[src/hw/rtl/hsv2rgb_pkg.sv]
// shared types, constants and helpers for the hsv to rgb converter
package hsv2rgb_pkg;

  localparam logic [14:0] HUE_TURN    = 15'd23040;
  localparam logic [11:0] HUE_SECTOR  = 12'd3840;
  localparam logic [7:0]  FULL_SCALE  = 8'd255;
  // 255 * 3840, the ramp numerator at full weight
  localparam logic [19:0] RAMP_FULL   = 20'd979200;
  // ceil(2^32 / 3825), exact for quotients of 20-bit dividends
  localparam logic [20:0] RECIP_3825  = 21'd1122868;

  // hue sectors, 60 degrees each
  localparam logic [2:0] SEC_RED_YEL = 3'd0;
  localparam logic [2:0] SEC_YEL_GRN = 3'd1;
  localparam logic [2:0] SEC_GRN_CYN = 3'd2;
  localparam logic [2:0] SEC_CYN_BLU = 3'd3;
  localparam logic [2:0] SEC_BLU_MAG = 3'd4;
  localparam logic [2:0] SEC_MAG_RED = 3'd5;

  // after sector split
  typedef struct packed {
    logic [2:0]  sector;
    logic [11:0] ramp_gap;  // 3840 minus ramp weight
    logic [7:0]  sat;
    logic [7:0]  val;
  } sect_t;

  // after ramp numerator scaling
  typedef struct packed {
    logic [2:0]  sector;
    logic [19:0] ramp_num;  // v * num / 256, still to be divided by 3825
    logic [7:0]  low;
    logic [7:0]  val;
  } chan_t;

  // first hue of each sector
  function automatic logic [14:0] sector_base(input logic [2:0] sec);
    logic [14:0] base;
    case (sec)
      SEC_RED_YEL: base = 15'd0;
      SEC_YEL_GRN: base = 15'd3840;
      SEC_GRN_CYN: base = 15'd7680;
      SEC_CYN_BLU: base = 15'd11520;
      SEC_BLU_MAG: base = 15'd15360;
      default:     base = 15'd19200;
    endcase
    return base;
  endfunction

endpackage

[src/hw/rtl/hsv2rgb_in_if.sv]
// hsv pixel channel with valid/ready handshake
interface hsv2rgb_in_if;
  logic        valid;
  logic        ready;
  logic [14:0] hue;
  logic [7:0]  saturation;
  logic [7:0]  brightness;

  modport source (output valid, output hue, output saturation, output brightness,
                  input ready);
  modport sink   (input valid, input hue, input saturation, input brightness,
                  output ready);
endinterface

[src/hw/rtl/hsv2rgb_out_if.sv]
// rgb pixel channel with valid/ready handshake
interface hsv2rgb_out_if;
  logic       valid;
  logic       ready;
  logic [7:0] red;
  logic [7:0] green;
  logic [7:0] blue;

  modport source (output valid, output red, output green, output blue, input ready);
  modport sink   (input valid, input red, input green, input blue, output ready);
endinterface

[src/hw/rtl/hsv2rgb_sector.sv]
// first stage: hue wrap, sector split and ramp weight
module hsv2rgb_sector (
  input  logic                clk,
  input  logic                rst_n,
  hsv2rgb_in_if.sink          in_ch,
  output logic                valid_out,
  output hsv2rgb_pkg::sect_t  data_out,
  input  logic                ready_down
);

  logic               valid_r;
  hsv2rgb_pkg::sect_t data_r;
  hsv2rgb_pkg::sect_t data_nxt;
  logic               ready_up;
  logic [14:0]        hue_w;
  logic [2:0]         sec;
  logic [14:0]        rem;

  assign ready_up    = !valid_r || ready_down;
  assign in_ch.ready = ready_up;

  always_comb begin
    // one full turn folds every 15-bit code into range
    hue_w = (in_ch.hue >= hsv2rgb_pkg::HUE_TURN) ? (in_ch.hue - hsv2rgb_pkg::HUE_TURN)
                                                 : in_ch.hue;
    sec = hsv2rgb_pkg::SEC_RED_YEL;
    for (int k = 1; k < 6; k++) begin
      if (hue_w >= hsv2rgb_pkg::sector_base(3'(k))) sec = 3'(k);
    end
    rem = hue_w - hsv2rgb_pkg::sector_base(sec);
    data_nxt.sector   = sec;
    // even sectors ramp up, odd ones down
    data_nxt.ramp_gap = sec[0] ? rem[11:0] : (hsv2rgb_pkg::HUE_SECTOR - rem[11:0]);
    data_nxt.sat      = in_ch.saturation;
    data_nxt.val      = in_ch.brightness;
  end

  always_ff @(posedge clk) begin
    if (!rst_n) begin
      valid_r <= 1'b0;
    end else if (ready_up) begin
      valid_r <= in_ch.valid;
    end
  end

  always_ff @(posedge clk) begin
    if (ready_up && in_ch.valid) begin
      data_r <= data_nxt;
    end
  end

  assign valid_out = valid_r;
  assign data_out  = data_r;

endmodule

[src/hw/rtl/hsv2rgb_chroma.sv]
// middle stages: chroma products, low channel and ramp numerator
module hsv2rgb_chroma (
  input  logic                clk,
  input  logic                rst_n,
  input  logic                valid_in,
  input  hsv2rgb_pkg::sect_t  data_in,
  output logic                ready_up,
  output logic                valid_out,
  output hsv2rgb_pkg::chan_t  data_out,
  input  logic                ready_down
);

  // stage b: products
  logic        b_valid_r;
  logic [2:0]  b_sector_r;
  logic [19:0] b_sd_r;
  logic [15:0] b_lowprod_r;
  logic [7:0]  b_val_r;
  logic        b_rdy;

  // stage c: numerator and low channel
  logic        c_valid_r;
  logic [2:0]  c_sector_r;
  logic [19:0] c_num_r;
  logic [7:0]  c_low_r;
  logic [7:0]  c_val_r;
  logic        c_rdy;

  // stage d: scaled numerator
  logic        d_valid_r;
  logic [2:0]  d_sector_r;
  logic [19:0] d_y_r;
  logic [7:0]  d_low_r;
  logic [7:0]  d_val_r;
  logic        d_rdy;

  logic [19:0] sd_nxt;
  logic [15:0] lowprod_nxt;
  logic [15:0] low_sum;
  logic [7:0]  low_nxt;
  logic [19:0] num_nxt;
  logic [27:0] x_full;

  assign d_rdy    = !d_valid_r || ready_down;
  assign c_rdy    = !c_valid_r || d_rdy;
  assign b_rdy    = !b_valid_r || c_rdy;
  assign ready_up = b_rdy;

  assign sd_nxt      = {12'b0, data_in.sat} * {8'b0, data_in.ramp_gap};
  assign lowprod_nxt = {8'b0, data_in.val} * {8'b0, hsv2rgb_pkg::FULL_SCALE - data_in.sat};

  // floor(x / 255) for 16-bit x, with x at most 65025
  assign low_sum = b_lowprod_r + 16'd1 + {8'b0, b_lowprod_r[15:8]};
  assign low_nxt = low_sum[15:8];
  assign num_nxt = hsv2rgb_pkg::RAMP_FULL - b_sd_r;

  assign x_full = {20'b0, c_val_r} * {8'b0, c_num_r};

  always_ff @(posedge clk) begin
    if (!rst_n) begin
      b_valid_r <= 1'b0;
      c_valid_r <= 1'b0;
      d_valid_r <= 1'b0;
    end else begin
      if (b_rdy) b_valid_r <= valid_in;
      if (c_rdy) c_valid_r <= b_valid_r;
      if (d_rdy) d_valid_r <= c_valid_r;
    end
  end

  always_ff @(posedge clk) begin
    if (b_rdy && valid_in) begin
      b_sector_r  <= data_in.sector;
      b_sd_r      <= sd_nxt;
      b_lowprod_r <= lowprod_nxt;
      b_val_r     <= data_in.val;
    end
    if (c_rdy && b_valid_r) begin
      c_sector_r <= b_sector_r;
      c_num_r    <= num_nxt;
      c_low_r    <= low_nxt;
      c_val_r    <= b_val_r;
    end
    if (d_rdy && c_valid_r) begin
      d_sector_r <= c_sector_r;
      // dividing by 256 here leaves a division by 3825 for the last stage
      d_y_r      <= x_full[27:8];
      d_low_r    <= c_low_r;
      d_val_r    <= c_val_r;
    end
  end

  assign valid_out       = d_valid_r;
  assign data_out.sector = d_sector_r;
  assign data_out.ramp_num = d_y_r;
  assign data_out.low    = d_low_r;
  assign data_out.val    = d_val_r;

  // offset channel never exceeds brightness
  a_low_le_val: assert property (@(posedge clk) disable iff (!rst_n)
    c_valid_r |-> (c_low_r <= c_val_r))
    else $error("low channel above brightness");

  // ramp quotient must stay at or below brightness
  a_ramp_bound: assert property (@(posedge clk) disable iff (!rst_n)
    d_valid_r |-> ({1'b0, d_y_r} < ({13'b0, d_val_r} + 21'd1) * 21'd3825))
    else $error("ramp numerator out of range");

  // a held item keeps its payload while the next stage is full
  a_hold_d: assert property (@(posedge clk) disable iff (!rst_n)
    (d_valid_r && !ready_down) |=> (d_valid_r && $stable(d_y_r) && $stable(d_low_r)))
    else $error("stalled stage changed");

  a_reset_empty: assert property (@(posedge clk)
    !rst_n |=> (!b_valid_r && !c_valid_r && !d_valid_r))
    else $error("pipeline not empty after reset");

endmodule

[src/hw/rtl/hsv2rgb_place.sv]
// last stage: ramp division by reciprocal and channel placement by sector
module hsv2rgb_place (
  input  logic                clk,
  input  logic                rst_n,
  input  logic                valid_in,
  input  hsv2rgb_pkg::chan_t  data_in,
  output logic                ready_up,
  hsv2rgb_out_if.source       out_ch
);

  logic        valid_r;
  logic [7:0]  red_r;
  logic [7:0]  green_r;
  logic [7:0]  blue_r;
  logic [7:0]  red_nxt;
  logic [7:0]  green_nxt;
  logic [7:0]  blue_nxt;
  logic [40:0] prod;
  logic [7:0]  ramp;
  logic [7:0]  top;
  logic [7:0]  low;

  assign ready_up = !valid_r || out_ch.ready;

  assign prod = {21'b0, data_in.ramp_num} * {20'b0, hsv2rgb_pkg::RECIP_3825};
  assign ramp = prod[39:32];
  assign top  = data_in.val;
  assign low  = data_in.low;

  always_comb begin
    case (data_in.sector)
      hsv2rgb_pkg::SEC_RED_YEL: begin red_nxt = top;  green_nxt = ramp; blue_nxt = low;  end
      hsv2rgb_pkg::SEC_YEL_GRN: begin red_nxt = ramp; green_nxt = top;  blue_nxt = low;  end
      hsv2rgb_pkg::SEC_GRN_CYN: begin red_nxt = low;  green_nxt = top;  blue_nxt = ramp; end
      hsv2rgb_pkg::SEC_CYN_BLU: begin red_nxt = low;  green_nxt = ramp; blue_nxt = top;  end
      hsv2rgb_pkg::SEC_BLU_MAG: begin red_nxt = ramp; green_nxt = low;  blue_nxt = top;  end
      default:                  begin red_nxt = top;  green_nxt = low;  blue_nxt = ramp; end
    endcase
  end

  always_ff @(posedge clk) begin
    if (!rst_n) begin
      valid_r <= 1'b0;
    end else if (ready_up) begin
      valid_r <= valid_in;
    end
  end

  always_ff @(posedge clk) begin
    if (ready_up && valid_in) begin
      red_r   <= red_nxt;
      green_r <= green_nxt;
      blue_r  <= blue_nxt;
    end
  end

  assign out_ch.valid = valid_r;
  assign out_ch.red   = red_r;
  assign out_ch.green = green_r;
  assign out_ch.blue  = blue_r;

endmodule

[src/hw/rtl/hsv_to_rgb_converter.sv]
// top level of the hsv to rgb pixel converter
// usage:
//   in_pix carries one hsv pixel per transaction: hue in degrees times 64
//   (codes of a full turn or more wrap once), saturation and brightness as
//   8-bit fractions. out_pix carries the matching 8-bit red, green, blue.
//   both channels move a transaction when valid and ready are high at a
//   rising clock edge.
// stages and throughput:
//   five register stages (sector split, products, low channel, ramp scaling,
//   reciprocal divide and placement). one pixel per cycle is sustained while
//   out_pix is ready; the products and the 20 by 21 bit reciprocal multiply
//   each sit in a stage of their own.
// reset:
//   synchronous active-low rst_n empties the pipeline; out_pix.valid is low
//   the cycle after.
// stalls:
//   each stage holds its transaction while the stage after it is full, so a
//   stall on out_pix fills the bubbles first and then drops in_pix.ready;
//   nothing is lost or repeated.
module hsv_to_rgb_converter (
  input  logic          clk,
  input  logic          rst_n,
  hsv2rgb_in_if.sink    in_pix,
  hsv2rgb_out_if.source out_pix
);

  logic               sect_valid;
  hsv2rgb_pkg::sect_t sect_data;
  logic               sect_ready;
  logic               chan_valid;
  hsv2rgb_pkg::chan_t chan_data;
  logic               chan_ready;

  hsv2rgb_sector u_sector (
    .clk        (clk),
    .rst_n      (rst_n),
    .in_ch      (in_pix),
    .valid_out  (sect_valid),
    .data_out   (sect_data),
    .ready_down (sect_ready)
  );

  hsv2rgb_chroma u_chroma (
    .clk        (clk),
    .rst_n      (rst_n),
    .valid_in   (sect_valid),
    .data_in    (sect_data),
    .ready_up   (sect_ready),
    .valid_out  (chan_valid),
    .data_out   (chan_data),
    .ready_down (chan_ready)
  );

  hsv2rgb_place u_place (
    .clk      (clk),
    .rst_n    (rst_n),
    .valid_in (chan_valid),
    .data_in  (chan_data),
    .ready_up (chan_ready),
    .out_ch   (out_pix)
  );

endmodule
[src/flat_wrapper.sv]
// flat-port wrapper written by rule: the top's interface ports become plain ports
module hsv_to_rgb_converter_flat 
  (clk, rst_n, in_pix_valid, in_pix_hue, in_pix_saturation, in_pix_brightness, in_pix_ready, out_pix_valid, out_pix_red, out_pix_green, out_pix_blue, out_pix_ready);
  hsv2rgb_in_if in_pix_i ();
  hsv2rgb_out_if out_pix_i ();
  input  logic clk;
  input  logic rst_n;
  input wire logic [$bits(in_pix_i.valid)-1:0] in_pix_valid;
  input wire logic [$bits(in_pix_i.hue)-1:0] in_pix_hue;
  input wire logic [$bits(in_pix_i.saturation)-1:0] in_pix_saturation;
  input wire logic [$bits(in_pix_i.brightness)-1:0] in_pix_brightness;
  output wire logic [$bits(in_pix_i.ready)-1:0] in_pix_ready;
  output wire logic [$bits(out_pix_i.valid)-1:0] out_pix_valid;
  output wire logic [$bits(out_pix_i.red)-1:0] out_pix_red;
  output wire logic [$bits(out_pix_i.green)-1:0] out_pix_green;
  output wire logic [$bits(out_pix_i.blue)-1:0] out_pix_blue;
  input wire logic [$bits(out_pix_i.ready)-1:0] out_pix_ready;
  assign in_pix_i.valid = in_pix_valid;
  assign in_pix_i.hue = in_pix_hue;
  assign in_pix_i.saturation = in_pix_saturation;
  assign in_pix_i.brightness = in_pix_brightness;
  assign in_pix_ready = in_pix_i.ready;
  assign out_pix_valid = out_pix_i.valid;
  assign out_pix_red = out_pix_i.red;
  assign out_pix_green = out_pix_i.green;
  assign out_pix_blue = out_pix_i.blue;
  assign out_pix_i.ready = out_pix_ready;
  hsv_to_rgb_converter u_core (.clk(clk), .rst_n(rst_n), .in_pix(in_pix_i), .out_pix(out_pix_i));
endmodule
[config.mk]
export PLATFORM = sky130hd
export DESIGN_NAME = hsv_to_rgb_converter_flat
export DESIGN_NICKNAME = d
export VERILOG_FILES = /design/src/hw/rtl/hsv2rgb_pkg.sv /design/src/hw/rtl/hsv2rgb_in_if.sv /design/src/hw/rtl/hsv2rgb_out_if.sv /design/src/hw/rtl/hsv2rgb_sector.sv /design/src/hw/rtl/hsv2rgb_chroma.sv /design/src/hw/rtl/hsv2rgb_place.sv /design/src/hw/rtl/hsv_to_rgb_converter.sv /design/src/flat_wrapper.sv
export SDC_FILE = /design/constraint.sdc
export NUM_CORES = 1
export LEC_CHECK = 0
export BUFFER_PORTS_ARGS = -buffer_cell sky130_fd_sc_hd__buf_2
export CAP_MARGIN = 30
export CORE_MARGIN = 2
export CORE_UTILIZATION = 43
export CTS_CLUSTER_SIZE = 20
export DETAILED_ROUTE_END_ITERATION = 6
export GPL_TIMING_DRIVEN = 0
export HOLD_SLACK_MARGIN = 0.06
export REMOVE_ABC_BUFFERS = 1
export SYNTH_ARGS = -nofsm -noshare
export SYNTH_HDL_FRONTEND = slang
export SYNTH_HIERARCHICAL = 1
export SYNTH_SLANG_ARGS = --single-unit
[constraint.sdc]
create_clock -name clk -period 5.6 [get_ports clk]
set_input_delay 0.28 -clock clk [delete_from_list [all_inputs] [get_ports clk]]
set_output_delay 0.28 -clock clk [all_outputs]
set_load 0.005 [all_outputs]
# After elaboration in Yosys (flattened, before gate mapping)
# Index checks and enable logic that the tools add are counted.
# totals
ff_bits	185
latch_bits	0
ram_bits	0
romBits	0
input_bits	35
out_inout_bits	26
elab_cells	83
mem_count	0
# classes
addsub	7
mul	4
div_mod_pow	0
n_lt_le_gt_ge	6
eq_ne	8
shifts	0
muxes	11
n_bitwise	0
n_reduce_logical	23
# op_table
operator	count
$pmux W12 S5	1
$pmux W8 S2	3
$mul A20 B19 Y38 const B	1
$ge A15 B14 Y1 const B	2
$ge A15 B15 Y1 const B	2
$mul A8 B20 Y28	1
$mul A8 B12 Y20	1
$sub A20 B20 Y20 const A	1
$add A16 B1 Y16 const B	1
$add A16 B8 Y16	1
$mul A8 B8 Y16	1
$ge A15 B12 Y1 const B	1
$ge A15 B13 Y1 const B	1
$mux W15	1
$sub A15 B15 Y15 const B	1
$eq A3 B2 Y1 const B	4
$mux W12	1
$mux W3	4
$reduce_or A2 Y1	6
$sub A12 B12 Y12	1
$sub A12 B12 Y12 const A	1
$sub A8 B8 Y8 const A	1
$eq A3 B1 Y1 const B	2
$eq A3 B3 Y1 const B	2
5 further kinds	18

# Depth between registers and ports, before layout
# depth
ltp_word	13
depth_mapped	20
ltp_nobuf	20

# By module
# The synthesis kept the hierarchy.
# modules_own_cells
mod	n_inst	cells_each	area_per_inst_um2	seq_area_each_um2
hsv2rgb_chroma	1	1432	14559.0	3813.7
hsv2rgb_place	1	661	6276.0	740.7
hsv2rgb_sector	1	184	2120.8	950.9

# Worst setup path before layout
# No wires, ideal clock.
# synth_timing
path_type	reg-to-reg
start	reg u_core.u_chroma.d_y_r[12]
end	reg u_core.u_place.red_r[3] (netlist: u_core/u_place/out_ch.red[3]), data pin
setup_ps	279
arrival_ps	4935
required_ps	5321
path_slack_ps	386
stages_incl_launch_ff	21
n_path_buf	0
synth_period_minus_slack_ps	5214
path_cell_list	edfxtp_1 ha_1 ha_1 inv_1 fa_1 inv_1 ha_1 fa_1 inv_1 fa_1 inv_1 ha_1 a21oi_1 o211ai_1 o2111ai_1 a311oi_2 a311oi_2 xnor2_2 nor2_1 a2111oi_0 a221oi_1
# synth_between
elab_chain_cells	2
# synth_rtl
element	line	rtl
start, declared	hsv2rgb_chroma.sv:32	logic [19:0] d_y_r;
start signal, assigned	hsv2rgb_chroma.sv:87	d_y_r <= x_full[27:8];
$mul A20 B19 Y38	hsv2rgb_place.sv:25	assign prod = {21'b0, data_in.ramp_num} * {20'b0, hsv2rgb_pkg::RECIP_3825};
$pmux W8 S2	hsv2rgb_place.sv:31	case (data_in.sector)
net u_core.u_place.red_nxt[3]	hsv2rgb_place.sv:15	logic [7:0] red_nxt;
end signal, assigned	hsv2rgb_place.sv:51	red_r <= red_nxt;
end, declared	hsv2rgb_place.sv:12	logic [7:0] red_r;
# The timed path passes the listed nets, and every way through them passes these cells.
# A chain may end at the register's enable or synchronous reset.

# Final worst setup path
# layout_timing
start	reg u_core.u_chroma.d_y_r[12]
end	reg u_core.u_place.blue_r[6] (netlist: u_core/u_place/out_ch.blue[6]), data pin
# layout_between
elab_chain_cells	2
# layout_rtl
element	line	rtl
$mul A20 B19 Y38	hsv2rgb_place.sv:25	
$pmux W8 S2	hsv2rgb_place.sv:31	
net u_core.u_place.blue_nxt[6]	hsv2rgb_place.sv:17	logic [7:0] blue_nxt;
end signal, assigned	hsv2rgb_place.sv:53	blue_r <= blue_nxt;
end, declared	hsv2rgb_place.sv:14	logic [7:0] blue_r;
# The timed path passes the listed nets, and every way through them passes these cells.

==> results by group <==
Layout
  • Share of cells above drive strength 1: 9.42%
  • Ant diodes: 0
  • # fillers: 4806
  • Commonest non-fill, non-tap cell in the layout: inv_1
  • Commonest cells after routing, fill and taps aside: inv_1 (453), ha_1 (294), fa_1 (270)
  • Syn-to-layout area delta: 11.0%
  • Layout Nets: 2980
  • Layout Utilization: 48.4%

Setup path
  • CP Launch Type: flip-flop
  • Worst path max stage delay: 0.53 ns
  • CP Buf/Inv Count: 4
  • Crit path from: u_core/u_chroma/d_y_r[12]$_DFFE_PP_
  • Reg2reg end: u_core/u_place/out_ch.blue[6]$_DFFE_PP_
  • Setup slack, reg-to-reg: 0.13 ns
  • Worst-path cell chain: ha_1 > ha_1 > inv_1 > fa_1 > inv_1 > ha_1 > fa_1 > inv_1 > fa_1 > inv_1 > ha_4 > nand4_1 > nor2_4 > nand3_4 > a311oi_4 > a311oi_4 > o31ai_4 > xor2_2 > o22ai_1 > a21oi_1
  • Worst EP arrival: 5.80 ns
  • CP top delay family: adder cells
  • Worst path slowest cell: fa_1
  • Crit path max fanout: 4
  • Path length in cells of the critical path: 20
  • Most Frequent Cell on Critical Path: inv_1
  • Type of the worst setup path: flip-flop to flip-flop
  • Reg2reg start: u_core/u_chroma/d_y_r[12]$_DFFE_PP_
  • Crit. End Element: flip-flop
  • Worst EP required: 5.92 ns
  • R2r worst-path depth: 20
  • Crit path to: u_core/u_place/out_ch.blue[6]$_DFFE_PP_

Timing
  • Fin crit period: 5.47 ns
  • # setup viols final: 0
  • Final Hold Viols: 0
  • Slew @ Worst Pin: 0.948 ns
  • Unrepaired setup endpoints after global routing: yes
  • Clock skew: 0.0130 ns
  • Relative slew margins: 36.7%
  • Slew Limit Fails: 0
  • Final period util: 97.7%
  • Max Fclk: 0.183 GHz

Drt
  • Drt drc: 0
  • Final antenna-violating net count: 0
  • Starting DRT DRC Count: 783
  • Total number of vias: 15900
  • Final WL: 48.9 mm
  • TritonRoute pass-1 iters: 5
  • Vias per cell: 5.17
  • Mean routed wirelength per cell: 15.9 um

GRT
  • First-pass GRT wire length: 80.5 mm
  • Total track usage: 17.7%
  • GR Overflow Total: 0
  • Largest net degree at the start of global routing: 39
  • Initial antenna violation count: 0
  • Vias in the first global route: 16700

Placement
  • HPWL after detailed placement: 37.7 mm
  • Final GP Congestion: 0.857
  • I/O Buffers: 60

Die
  • Starting Density: 43.6%
  • Die Ht: 235 um
  • Ports: 61
  • Core region area: 52700 sq um
  • DIE WIDTH: 235 um
  • Die area: 55300 sq um
  • Core Rows: 84

Synthesis
  • Syn_area_per_cell: 10.1 sq um
  • Asr flop ratio synth: 0%
  • Cell Area, Synth: 23000 sq um
  • Prevailing post-synth register cell: edfxtp_1
  • Synth Instances: 2277
  • Sequential share of the synthesized area: 24.0%
  • Number of flops mapped to enable cells by yosys: 180
  • Synth Register Bits: 185
  • Syn. warnings: 6
  • Yosys cell types: 98

Min path
  • HP Class: input port to flip-flop

Job
  • Max-Cap Viols: 0

Clock network
  • # clock sinks: 185
  • CTS buffer count: 17
  • Clock buffer depth: 2
  • CTS Root Cell: clkbuf_16
  • CTS tree: built
  • Clock transition at path regs: 0.08 ns
  • Worst skew pair latency: 0.48 ns
  • H-tree depth: 4

Status
  • Status: finished, final reports clean
metrics by stage:
| stage | instance area, sq um | hold WS (ns) | worst slack [ns] | instances | TNS [ns] |
|---|---|---|---|---|---|
| 2_1_floorplan | 22700 | 0.379 | 0.362 | 2224 | 0 |
| 3_3_place_gp | 23900 | 0.401 | -0.341 | 2972 | -3.89 |
| 3_5_place_dp | 24000 | 0.405 | -0.424 | 2978 | -4.75 |
| 4_1_cts | 25100 | 0.0897 | 0.00183 | 3051 | 0 |
| 5_1_grt | 25500 | 0.117 | -0.0326 | 3076 | -0.0567 |
| 6_report | 25500 | 0.128 | 0.129 | 3076 | 0 |
tightest hold or removal path, delay by kind of cell:
family          cells  cell delay (ns)
compound gates      1             0.09
buf+inv             1             0.07
simple gates        1             0.12
cell usage after synthesis (8+ instances only):
cell type  instances  area share [%]
inv_1            453             7.4
xnor2_1           44             1.7
nor2_1            57            0.93
clkbuf_1          43            0.70
o21bai_1           8            0.26
o211ai_1          20            0.65
and2_1           166             4.5
and3_1            13            0.35
a211oi_1          10            0.33
nor2b_1           45             1.2
mux2i_1           10            0.44
o21ai_0           53             1.2
or2_2              8            0.22
ha_1             300              16
nor3_1            25            0.55
nand2_1          176             2.9
nand3_1           27            0.59
nand2b_1          45             1.2
xor2_1            29             1.1
edfxtp_1         180              24
o21a_1             9            0.29
or3_1             11            0.30
fa_1             270              24
a31oi_1           10            0.27
a21oi_1           78             1.7
a21o_1            24            0.78
final cells by class:
cell class                      instances  area (sq um)  area share, %
Sequential cell                       185          5510           21.6
Clock buffer                           17           425           1.67
Clock inverter                         15           206          0.810
Multi-Input combinational cell       1584         15800           61.8
Inverter                              455          1710           6.71
Timing Repair Buffer                  132          1030           4.04
Tap cell                              688           861           3.38
registers in the layout, indices dropped and copies added (netlist names), 16 cells and up:
| register | cells |
|---|---|
| u_core/u_sector/data_out | 31 |
| u_core/u_chroma/d_y_r | 20 |
| u_core/u_chroma/b_sd_r | 20 |
| u_core/u_chroma/b_lowprod_r | 16 |
| u_core/u_chroma/c_num_r | 20 |
cell families (layout without fill, tap and decap cells):
logic type      count (synthesis)  after routing  share of synthesized area [%]
simple gates                  625            625                           14.8
fa+ha+maj                     570            570                           39.9
buf+inv                       508            619                           8.54
compound gates                300            300                           9.21
flops                         185            185                           24.0
xor+xnor                       75             75                           2.96
mux                            14             14                          0.649
layer usage:
| layer | part of all wire [%] | track usage, % | vias to the layer above |
|---|---|---|---|
| met5 | 0 | 0 | - |
| met4 | 2.8 | 5.22 | 0 |
| met3 | 3.3 | 2.42 | 69 |
| met2 | 50 | 31.8 | 264 |
| met1 | 44 | 22.2 | 7872 |
| li1 | - | - | 7688 |
worst min-delay path by stage:
stage	start	endpoint	cells after the start
3_5_place_dp	u_core/u_chroma/b_val_r[1]$_DFFE_PP_	u_core/u_chroma/c_val_r[1]$_DFFE_PP_	0
3_3_place_gp	u_core/u_chroma/b_val_r[2]$_DFFE_PP_	u_core/u_chroma/c_val_r[2]$_DFFE_PP_	0
4_1_cts	out_pix_ready	u_core/u_place/out_ch.valid$_SDFFE_PN0N_	3
5_1_grt	out_pix_ready	u_core/u_place/out_ch.valid$_SDFFE_PN0N_	3
2_1_floorplan	in_pix_brightness[0]	u_core/u_sector/data_out[0]$_DFFE_PP_	0
6_report	out_pix_ready	u_core/u_place/out_ch.valid$_SDFFE_PN0N_	3
what timing repair did:
item	CTS	global route
pin swaps	5	19
buffers inserted	22	23
setup endpoints to repair	22	25
hold buffers	19	0
endpoints found under the hold margin	22	0
resized for setup	14	22
Power is left out: the tool's default activity adds up to more than one toggle a clock period on the data nets, which glitch-free logic cannot reach.
